## config.mk

```make
export PLATFORM = sky130hd
export DESIGN_NAME = rc4_keystream_cipher_unit
export DESIGN_NICKNAME = d
export VERILOG_FILES = /design/src/sv/rc4ks_pkg.sv /design/src/sv/rc4ks_perm_mem.sv /design/src/sv/rc4ks_seq.sv /design/src/sv/rc4ks_out_stage.sv /design/src/sv/rc4_keystream_cipher_unit.sv
export SDC_FILE = /design/constraint.sdc
export NUM_CORES = 2
export LEC_CHECK = 0
export BUFFER_PORTS_ARGS = -buffer_cell sky130_fd_sc_hd__buf_2
export CORE_UTILIZATION = 41
export CTS_CLUSTER_SIZE = 28
export DETAILED_ROUTE_END_ITERATION = 16
export PLACE_DENSITY = 0.59
export SYNTH_ARGS = -nofsm -noshare
export SYNTH_HDL_FRONTEND = slang
export SYNTH_HIERARCHICAL = 1
export SYNTH_SLANG_ARGS = --single-unit
```

## constraint.sdc

```tcl
create_clock -name clk -period 7.5 [get_ports clk]
set_input_delay 2.25 -clock clk [delete_from_list [all_inputs] [get_ports clk]]
set_output_delay 2.25 -clock clk [all_outputs]
set_load 0.03 [all_outputs]
```

## src/sv/rc4ks_pkg.sv

```systemverilog
`timescale 1ns / 1ps
// rc4ks_pkg: types and constants shared by the keystream cipher unit
// no dependencies; imported by the memory, sequencer, output stage and top level
package rc4ks_pkg;

    localparam int BYTE_W  = 8;
    localparam int DEPTH   = 256;
    localparam int ADDR_W  = $clog2(DEPTH);

    typedef logic [BYTE_W-1:0] byte_t;
    typedef logic [ADDR_W-1:0] addr_t;

    // function code of an input item
    localparam logic FUNC_LOAD   = 1'b0;
    localparam logic FUNC_CIPHER = 1'b1;

    // one port command of the permutation memory
    typedef struct packed {
        logic  we;
        logic  re;
        addr_t addr;
        byte_t wdata;
    } mem_req_t;

    // result offered by the sequencer to the output stage
    typedef struct packed {
        logic  valid;
        byte_t data;
        logic  last;
    } res_t;

endpackage

```

## src/sv/rc4ks_perm_mem.sv

```systemverilog
`timescale 1ns / 1ps
// rc4ks_perm_mem: 256 x 8 dual-port permutation memory, registered read data
// depends on rc4ks_pkg
module rc4ks_perm_mem (
    input  logic                clk,
    input  rc4ks_pkg::mem_req_t req_a,
    input  rc4ks_pkg::mem_req_t req_b,
    output rc4ks_pkg::byte_t    rd_a,
    output rc4ks_pkg::byte_t    rd_b
);
    import rc4ks_pkg::*;

    byte_t mem [DEPTH];
    byte_t rd_a_reg;
    byte_t rd_b_reg;

    always_ff @(posedge clk)
    begin
        if (req_b.we)
        begin
            mem[req_b.addr] <= req_b.wdata;
        end
        if (req_a.we)
        begin
            mem[req_a.addr] <= req_a.wdata;
        end
        if (req_a.re)
        begin
            rd_a_reg <= mem[req_a.addr];
        end
        if (req_b.re)
        begin
            rd_b_reg <= mem[req_b.addr];
        end
    end

    assign rd_a = rd_a_reg;
    assign rd_b = rd_b_reg;

endmodule

```

## src/sv/rc4ks_seq.sv

```systemverilog
`timescale 1ns / 1ps
// rc4ks_seq: item sequencer, indices, swap with deferred write-back and keystream forwarding
// depends on rc4ks_pkg; drives both ports of rc4ks_perm_mem
module rc4ks_seq (
    input  logic                clk,
    input  logic                rst_n,
    input  logic                in_valid,
    output logic                in_stall,
    input  logic                func,
    input  rc4ks_pkg::byte_t    index,
    input  rc4ks_pkg::byte_t    value,
    input  rc4ks_pkg::byte_t    data_in,
    input  logic                last_in,
    output rc4ks_pkg::mem_req_t req_a,
    output rc4ks_pkg::mem_req_t req_b,
    input  rc4ks_pkg::byte_t    rd_a,
    input  rc4ks_pkg::byte_t    rd_b,
    output rc4ks_pkg::res_t     res,
    input  logic                res_take
);
    import rc4ks_pkg::*;

    typedef enum logic [4:0] {
        ST_IDLE    = 5'b00001,
        ST_LOAD    = 5'b00010,
        ST_FETCH_I = 5'b00100,
        ST_FETCH_J = 5'b01000,
        ST_SWAP    = 5'b10000
    } state_t;

    state_t state_reg, state_next;

    addr_t i_reg, i_next;
    addr_t j_reg, j_next;
    byte_t a_reg, a_next;

    logic  pend_valid_reg, pend_valid_next;
    addr_t pend_addr_reg, pend_addr_next;
    byte_t pend_data_reg, pend_data_next;

    logic  res_pend_reg, res_pend_next;
    logic  ks_fwd_en_reg, ks_fwd_en_next;
    byte_t ks_fwd_reg, ks_fwd_next;
    byte_t res_din_reg, res_din_next;
    logic  res_last_reg, res_last_next;

    addr_t index_reg, index_next;
    byte_t value_reg, value_next;
    byte_t din_reg, din_next;
    logic  last_reg, last_next;

    logic  ready;
    logic  in_fire;
    logic  j_go;
    addr_t j_calc;
    addr_t t_addr;
    logic  pend_hit;

    assign ready    = (state_reg == ST_IDLE) || (state_reg == ST_LOAD) || (state_reg == ST_SWAP);
    assign in_stall = !ready;
    assign in_fire  = in_valid && ready;
    assign j_go     = !res_pend_reg;
    assign j_calc   = j_reg + rd_a;
    assign t_addr   = a_reg + rd_a;
    assign pend_hit = (state_reg == ST_LOAD) && (index_reg == pend_addr_reg);

    always_comb
    begin
        state_next      = state_reg;
        i_next          = i_reg;
        j_next          = j_reg;
        a_next          = a_reg;
        pend_valid_next = 1'b0;
        pend_addr_next  = pend_addr_reg;
        pend_data_next  = pend_data_reg;
        res_pend_next   = res_pend_reg && !res_take;
        ks_fwd_en_next  = ks_fwd_en_reg;
        ks_fwd_next     = ks_fwd_reg;
        res_din_next    = res_din_reg;
        res_last_next   = res_last_reg;
        index_next      = index_reg;
        value_next      = value_reg;
        din_next        = din_reg;
        last_next       = last_reg;

        req_a = '0;
        req_b = '0;

        // deferred write of the first swap entry
        if (pend_valid_reg && !pend_hit)
        begin
            req_b.we    = 1'b1;
            req_b.addr  = pend_addr_reg;
            req_b.wdata = pend_data_reg;
        end

        unique case (state_reg)
            ST_IDLE:
            begin
            end
            ST_LOAD:
            begin
                req_a.we    = 1'b1;
                req_a.addr  = index_reg;
                req_a.wdata = value_reg;
                i_next      = '0;
                j_next      = '0;
            end
            ST_FETCH_I:
            begin
                req_a.re   = 1'b1;
                req_a.addr = i_reg + addr_t'(1);
                i_next     = i_reg + addr_t'(1);
                state_next = ST_FETCH_J;
            end
            ST_FETCH_J:
            begin
                if (j_go)
                begin
                    req_a.re   = 1'b1;
                    req_a.addr = j_calc;
                    j_next     = j_calc;
                    a_next     = rd_a;
                    state_next = ST_SWAP;
                end
            end
            ST_SWAP:
            begin
                // rd_a holds the entry at j, a_reg the entry at i
                req_a.we        = 1'b1;
                req_a.addr      = j_reg;
                req_a.wdata     = a_reg;
                req_b           = '0;
                req_b.re        = 1'b1;
                req_b.addr      = t_addr;
                pend_valid_next = 1'b1;
                pend_addr_next  = i_reg;
                pend_data_next  = rd_a;
                res_pend_next   = 1'b1;
                ks_fwd_en_next  = (t_addr == i_reg) || (t_addr == j_reg);
                ks_fwd_next     = (t_addr == i_reg) ? rd_a : a_reg;
                res_din_next    = din_reg;
                res_last_next   = last_reg;
            end
            default:
            begin
                state_next = ST_IDLE;
            end
        endcase

        if (ready)
        begin
            if (in_fire)
            begin
                state_next = (func == FUNC_CIPHER) ? ST_FETCH_I : ST_LOAD;
                index_next = index;
                value_next = value;
                din_next   = data_in;
                last_next  = last_in;
            end
            else
            begin
                state_next = ST_IDLE;
            end
        end
    end

    always_ff @(posedge clk or negedge rst_n)
    begin
        if (!rst_n)
        begin
            state_reg      <= ST_IDLE;
            i_reg          <= '0;
            j_reg          <= '0;
            pend_valid_reg <= 1'b0;
            res_pend_reg   <= 1'b0;
        end
        else
        begin
            state_reg      <= state_next;
            i_reg          <= i_next;
            j_reg          <= j_next;
            pend_valid_reg <= pend_valid_next;
            res_pend_reg   <= res_pend_next;
        end
    end

    always_ff @(posedge clk)
    begin
        a_reg         <= a_next;
        pend_addr_reg <= pend_addr_next;
        pend_data_reg <= pend_data_next;
        ks_fwd_en_reg <= ks_fwd_en_next;
        ks_fwd_reg    <= ks_fwd_next;
        res_din_reg   <= res_din_next;
        res_last_reg  <= res_last_next;
        index_reg     <= index_next;
        value_reg     <= value_next;
        din_reg       <= din_next;
        last_reg      <= last_next;
    end

    always_comb
    begin
        res.valid = res_pend_reg;
        res.data  = res_din_reg ^ (ks_fwd_en_reg ? ks_fwd_reg : rd_b);
        res.last  = res_last_reg;
    end

endmodule

```

## src/sv/rc4ks_out_stage.sv

```systemverilog
`timescale 1ns / 1ps
// rc4ks_out_stage: output register between the sequencer and the result channel
// depends on rc4ks_pkg
module rc4ks_out_stage (
    input  logic             clk,
    input  logic             rst_n,
    input  rc4ks_pkg::res_t  res,
    output logic             res_take,
    output logic             out_valid,
    input  logic             out_stall,
    output rc4ks_pkg::byte_t data_out,
    output logic             last_out
);
    import rc4ks_pkg::*;

    logic  out_valid_reg;
    byte_t data_reg;
    logic  last_reg;

    assign res_take = !out_valid_reg || !out_stall;

    always_ff @(posedge clk or negedge rst_n)
    begin
        if (!rst_n)
        begin
            out_valid_reg <= 1'b0;
        end
        else if (res_take)
        begin
            out_valid_reg <= res.valid;
        end
    end

    always_ff @(posedge clk)
    begin
        if (res_take && res.valid)
        begin
            data_reg <= res.data;
            last_reg <= res.last;
        end
    end

    assign out_valid = out_valid_reg;
    assign data_out  = data_reg;
    assign last_out  = last_reg;

endmodule

```

## src/sv/rc4_keystream_cipher_unit.sv

```systemverilog
`timescale 1ns / 1ps
// rc4_keystream_cipher_unit: top level of the keystream generator and byte cipher
// depends on rc4ks_pkg, rc4ks_perm_mem, rc4ks_seq, rc4ks_out_stage
//
//  channel | handshake           | payload
//  --------+---------------------+-----------------------------------------
//  input   | in_valid / in_stall | func, index, value, data_in, last_in
//  result  | out_valid/out_stall | data_out, last_out
//
// a cipher item does a read of S[i], a read of S[j], then the swap write with
// the keystream read, a chain of three dependent memory reads
// a load item gives no result
// reset clears i, j and all valid flags; the permutation memory is not cleared
// a finished result waits in the output register while the next item is taken; one
// more waits in the memory read register, later cipher items hold at the j read
module rc4_keystream_cipher_unit (
    input  logic                clk,
    input  logic                rst_n,
    input  logic                in_valid,
    output logic                in_stall,
    input  logic                func,
    input  rc4ks_pkg::byte_t    index,
    input  rc4ks_pkg::byte_t    value,
    input  rc4ks_pkg::byte_t    data_in,
    input  logic                last_in,
    output logic                out_valid,
    input  logic                out_stall,
    output rc4ks_pkg::byte_t    data_out,
    output logic                last_out
);
    import rc4ks_pkg::*;

    mem_req_t req_a;
    mem_req_t req_b;
    byte_t    rd_a;
    byte_t    rd_b;
    res_t     res;
    logic     res_take;

    rc4ks_perm_mem u_mem (
        .clk   (clk),
        .req_a (req_a),
        .req_b (req_b),
        .rd_a  (rd_a),
        .rd_b  (rd_b)
    );

    rc4ks_seq u_seq (
        .clk      (clk),
        .rst_n    (rst_n),
        .in_valid (in_valid),
        .in_stall (in_stall),
        .func     (func),
        .index    (index),
        .value    (value),
        .data_in  (data_in),
        .last_in  (last_in),
        .req_a    (req_a),
        .req_b    (req_b),
        .rd_a     (rd_a),
        .rd_b     (rd_b),
        .res      (res),
        .res_take (res_take)
    );

    rc4ks_out_stage u_out (
        .clk       (clk),
        .rst_n     (rst_n),
        .res       (res),
        .res_take  (res_take),
        .out_valid (out_valid),
        .out_stall (out_stall),
        .data_out  (data_out),
        .last_out  (last_out)
    );

endmodule

```

==> impl_metrics.yaml <==
sta:
  worst_pin_slew_ns: 1.56
  setup_violations: 0
  skew_ns: 0.0513
  report.final.hold_viol_count: 0
  fin_crit_ns: 6.82
  timing.setup.tns_ns: 0
  finalCritPeriodShare: 0.909
  whs_ns: 0.420
  max_freq_mhz: 147
  slew-limit-headroom: -0.0542
  drv_slew: 40
  grt_setup_unrepaired: "false"
synth:
  ys_seq_area_frac: 0.512
  synth_fp_nets: 8038
  async_flop_share: 0.0111
  synthFlopType: "edfxtp_1"
  ys_seq_elements: 2164
  synth.avg_cell_area_um2: 15.9
  yosys.cell_types.count: 71
  yosys_warnings: 6
  synth_edf_count: 2140
  synth_area_um2: 127000
  syn_inst: 7991
clocking:
  cts_tree: "done"
  cts_sinks: 2164
  cts-htree-levels: 4
  cts_buffers: 240
  cts.clk_slew.worst_paths_ns: 0.06
  clk_latency_ns: 0.95
  clock_path_buffers: 4
  root_buffer: "clkbuf_16"
  cts_setup_buffers: 0
  ctsResizeCount: 0
  hold_buffers: 0
run:
  drv_cap: 6
global_route:
  first_global_vias: 81456
  grt_use_total: 0.297
  grt_overflow: 0
  grt_antenna_before_repair: 34
  grt_max_degree: 157
  grt_pass1_wl_mm: 653
die:
  die_w_um: 558
  core_um2: 307000
  row_count: 203
  start_util: 0.413
  dieArea_um2: 311000
  io_pins: 41
  dieHeight_um: 558
drt:
  vias: 83390
  wl_per_cell_um: 39.3
  dr.pass1.iters: 6
  drtAntennaViolNets: 0
  wl_mm: 469
  drc: 0
  via_per_inst: 6.98
  initialDrtViolationCount: 12242
worst_setup_path:
  cp-start-kind: "flip-flop"
  r2r_slack_ns: 0.68
  reg2regPathDepth: 12
  end_kind: "flip-flop"
  arrival_ns: 7.43
  required_ns: 8.11
  path_class: "reg2reg"
  cp_max_fo: 28
finish:
  regMostFlops: "u_mem/mem"
  postLayoutCoreUtil: 0.455
  area_growth_syn_to_layout_pct: 9.96
  fin_nets: 7671
  largest_reg_flops: 2048
  drive_gt1_frac: 0.518
place:
  io_buffer_count: 40
  gp_congestion: 0.928
  hpwlAfterDp_mm: 289
min_path:
  min_path_type: "reg2reg"
  whs_path_depth: 0
pwr:
  max-vdd-ir-drop_uv: 193
  power.density_nw_per_um2: 209
  p_leak_uw: 0.0463
outcome:
  violations: "capacitance limit, slew limit"
  status: "complete, but fails checks"
-- cell usage in the layout, fill, tap and decap left out, drive strengths merged, types with 9 or more instances in the layout --
cell      Yosys  final
diode         0     20
clkinv        1    105
a21o          9      9
clkbuf      733    294
nand4        19     19
clkinvlp      0     11
xor2         22     22
a22oi       515    515
edfxtp     2140   2140
nand2b       10     10
nor2        203    203
nor2b        18     18
ha           15     15
bufinv        0     31
inv          11     17
o21ai       118    118
nand2       190    190
o41ai        64     64
and2         20     20
buf         233    357
nand3        17     17
a21oi       264    264
dfrtp        23     23
mux4       1025   1025
a22o         14     14
xnor2        26     26
mux2i        11     11
o22ai       160    160
mux2       2056   2056
nor3          9      9
-- kinds of logic after synthesis --
group / after synthesis / synth area share
compound gates: 1171 / 0.0617
flops: 2164 / 0.512
simple gates: 516 / 0.0220
fa+ha+maj: 17 / 0.00180
mux: 3092 / 0.366
xor+xnor: 53 / 0.00426
buf+inv: 978 / 0.0328
-- worst paths after layout --
check / to / from
max: u_mem/rd_a[7] / u_seq/state_reg[1]
min: u_out/last_out / u_seq/res_last_reg
max reg2reg: u_mem/rd_a[7] / u_seq/state_reg[1]
min reg2reg: u_out/last_out / u_seq/res_last_reg
max in group asynchronous: u_seq/j_reg[1] / rst_n
min in group asynchronous: u_out/out_valid / rst_n
-- through the flow --
step / total power [µW] / worst slack [ns] / instances / instance area (µm²)
6_report: 29200 / 0.681 / 11948 / 139000
5_1_grt: 29800 / 0.627 / 11930 / 139000
3_3_place_gp: 17100 / 0.881 / 11474 / 131000
3_5_place_dp: 17100 / 0.937 / 11481 / 131000
2_1_floorplan: 15800 / 2.95 / 7991 / 127000
4_1_cts: 29200 / 0.912 / 11927 / 139000
-- report_power, final --
| group | switching [µW] | internal [µW] | leakage, µW | total (µW) |
|---|---|---|---|---|
| sequential | 108 | 13200 | 0.0209 | 13300 |
| clock | 5210 | 7000 | 0.00384 | 12200 |
| combinational | 2260 | 1370 | 0.0216 | 3630 |
| total | 7580 | 21600 | 0.0463 | 29200 |
-- final cells by class --
class	count	area [µm²]
Antenna cell	20	50.0
Fill cell	26467	167000
Multi-Input combinational cell	4849	58200
Inverter	12	45.0
Timing Repair Buffer	357	3190
Clock inverter	152	1610
Sequential cell	2164	64900
Tap cell	4100	5130
Clock buffer	294	6280
-- cells in the mapped netlist (all sizes together), types with 15 or more instances --
library cell / number / area [µm²]
o21ai: 118 / 591
a21oi: 264 / 1330
xor2: 22 / 193
xnor2: 26 / 228
nor2: 203 / 1160
edfxtp: 2140 / 64300
o22ai: 160 / 1000
clkbuf: 733 / 2750
mux4: 1025 / 23100
nand4: 19 / 119
and2: 20 / 128
a22oi: 515 / 3870
ha: 15 / 188
nand2: 190 / 838
nand3: 17 / 97.6
mux2: 2056 / 23200
buf: 233 / 1360
o41ai: 64 / 576
nor2b: 18 / 113
dfrtp: 23 / 576
-- worst max-delay path, cell delays in order (launching register included) --
cell      delay [ns]
dfrtp_1         0.42
or3_1           0.44
or3_1           0.56
clkinv_1        0.39
nand2_1         0.15
o21ai_0         0.13
a221o_4         0.73
buf_4           0.54
mux4_2          0.60
a22oi_1         0.48
a21oi_1         0.39
o41ai_1         1.42
nand4_1         0.18
-- layer usage --
metal  routed length (µm)  vias to the layer above  global-route usage
met5                  299                        -             0.00370
met4                26900                       30               0.149
met3                56000                     1136              0.0842
met2               207000                     5795               0.440
met1               178000                    44131               0.397
li1                     -                    32298                   -
(Power assumes the default switching activity.)
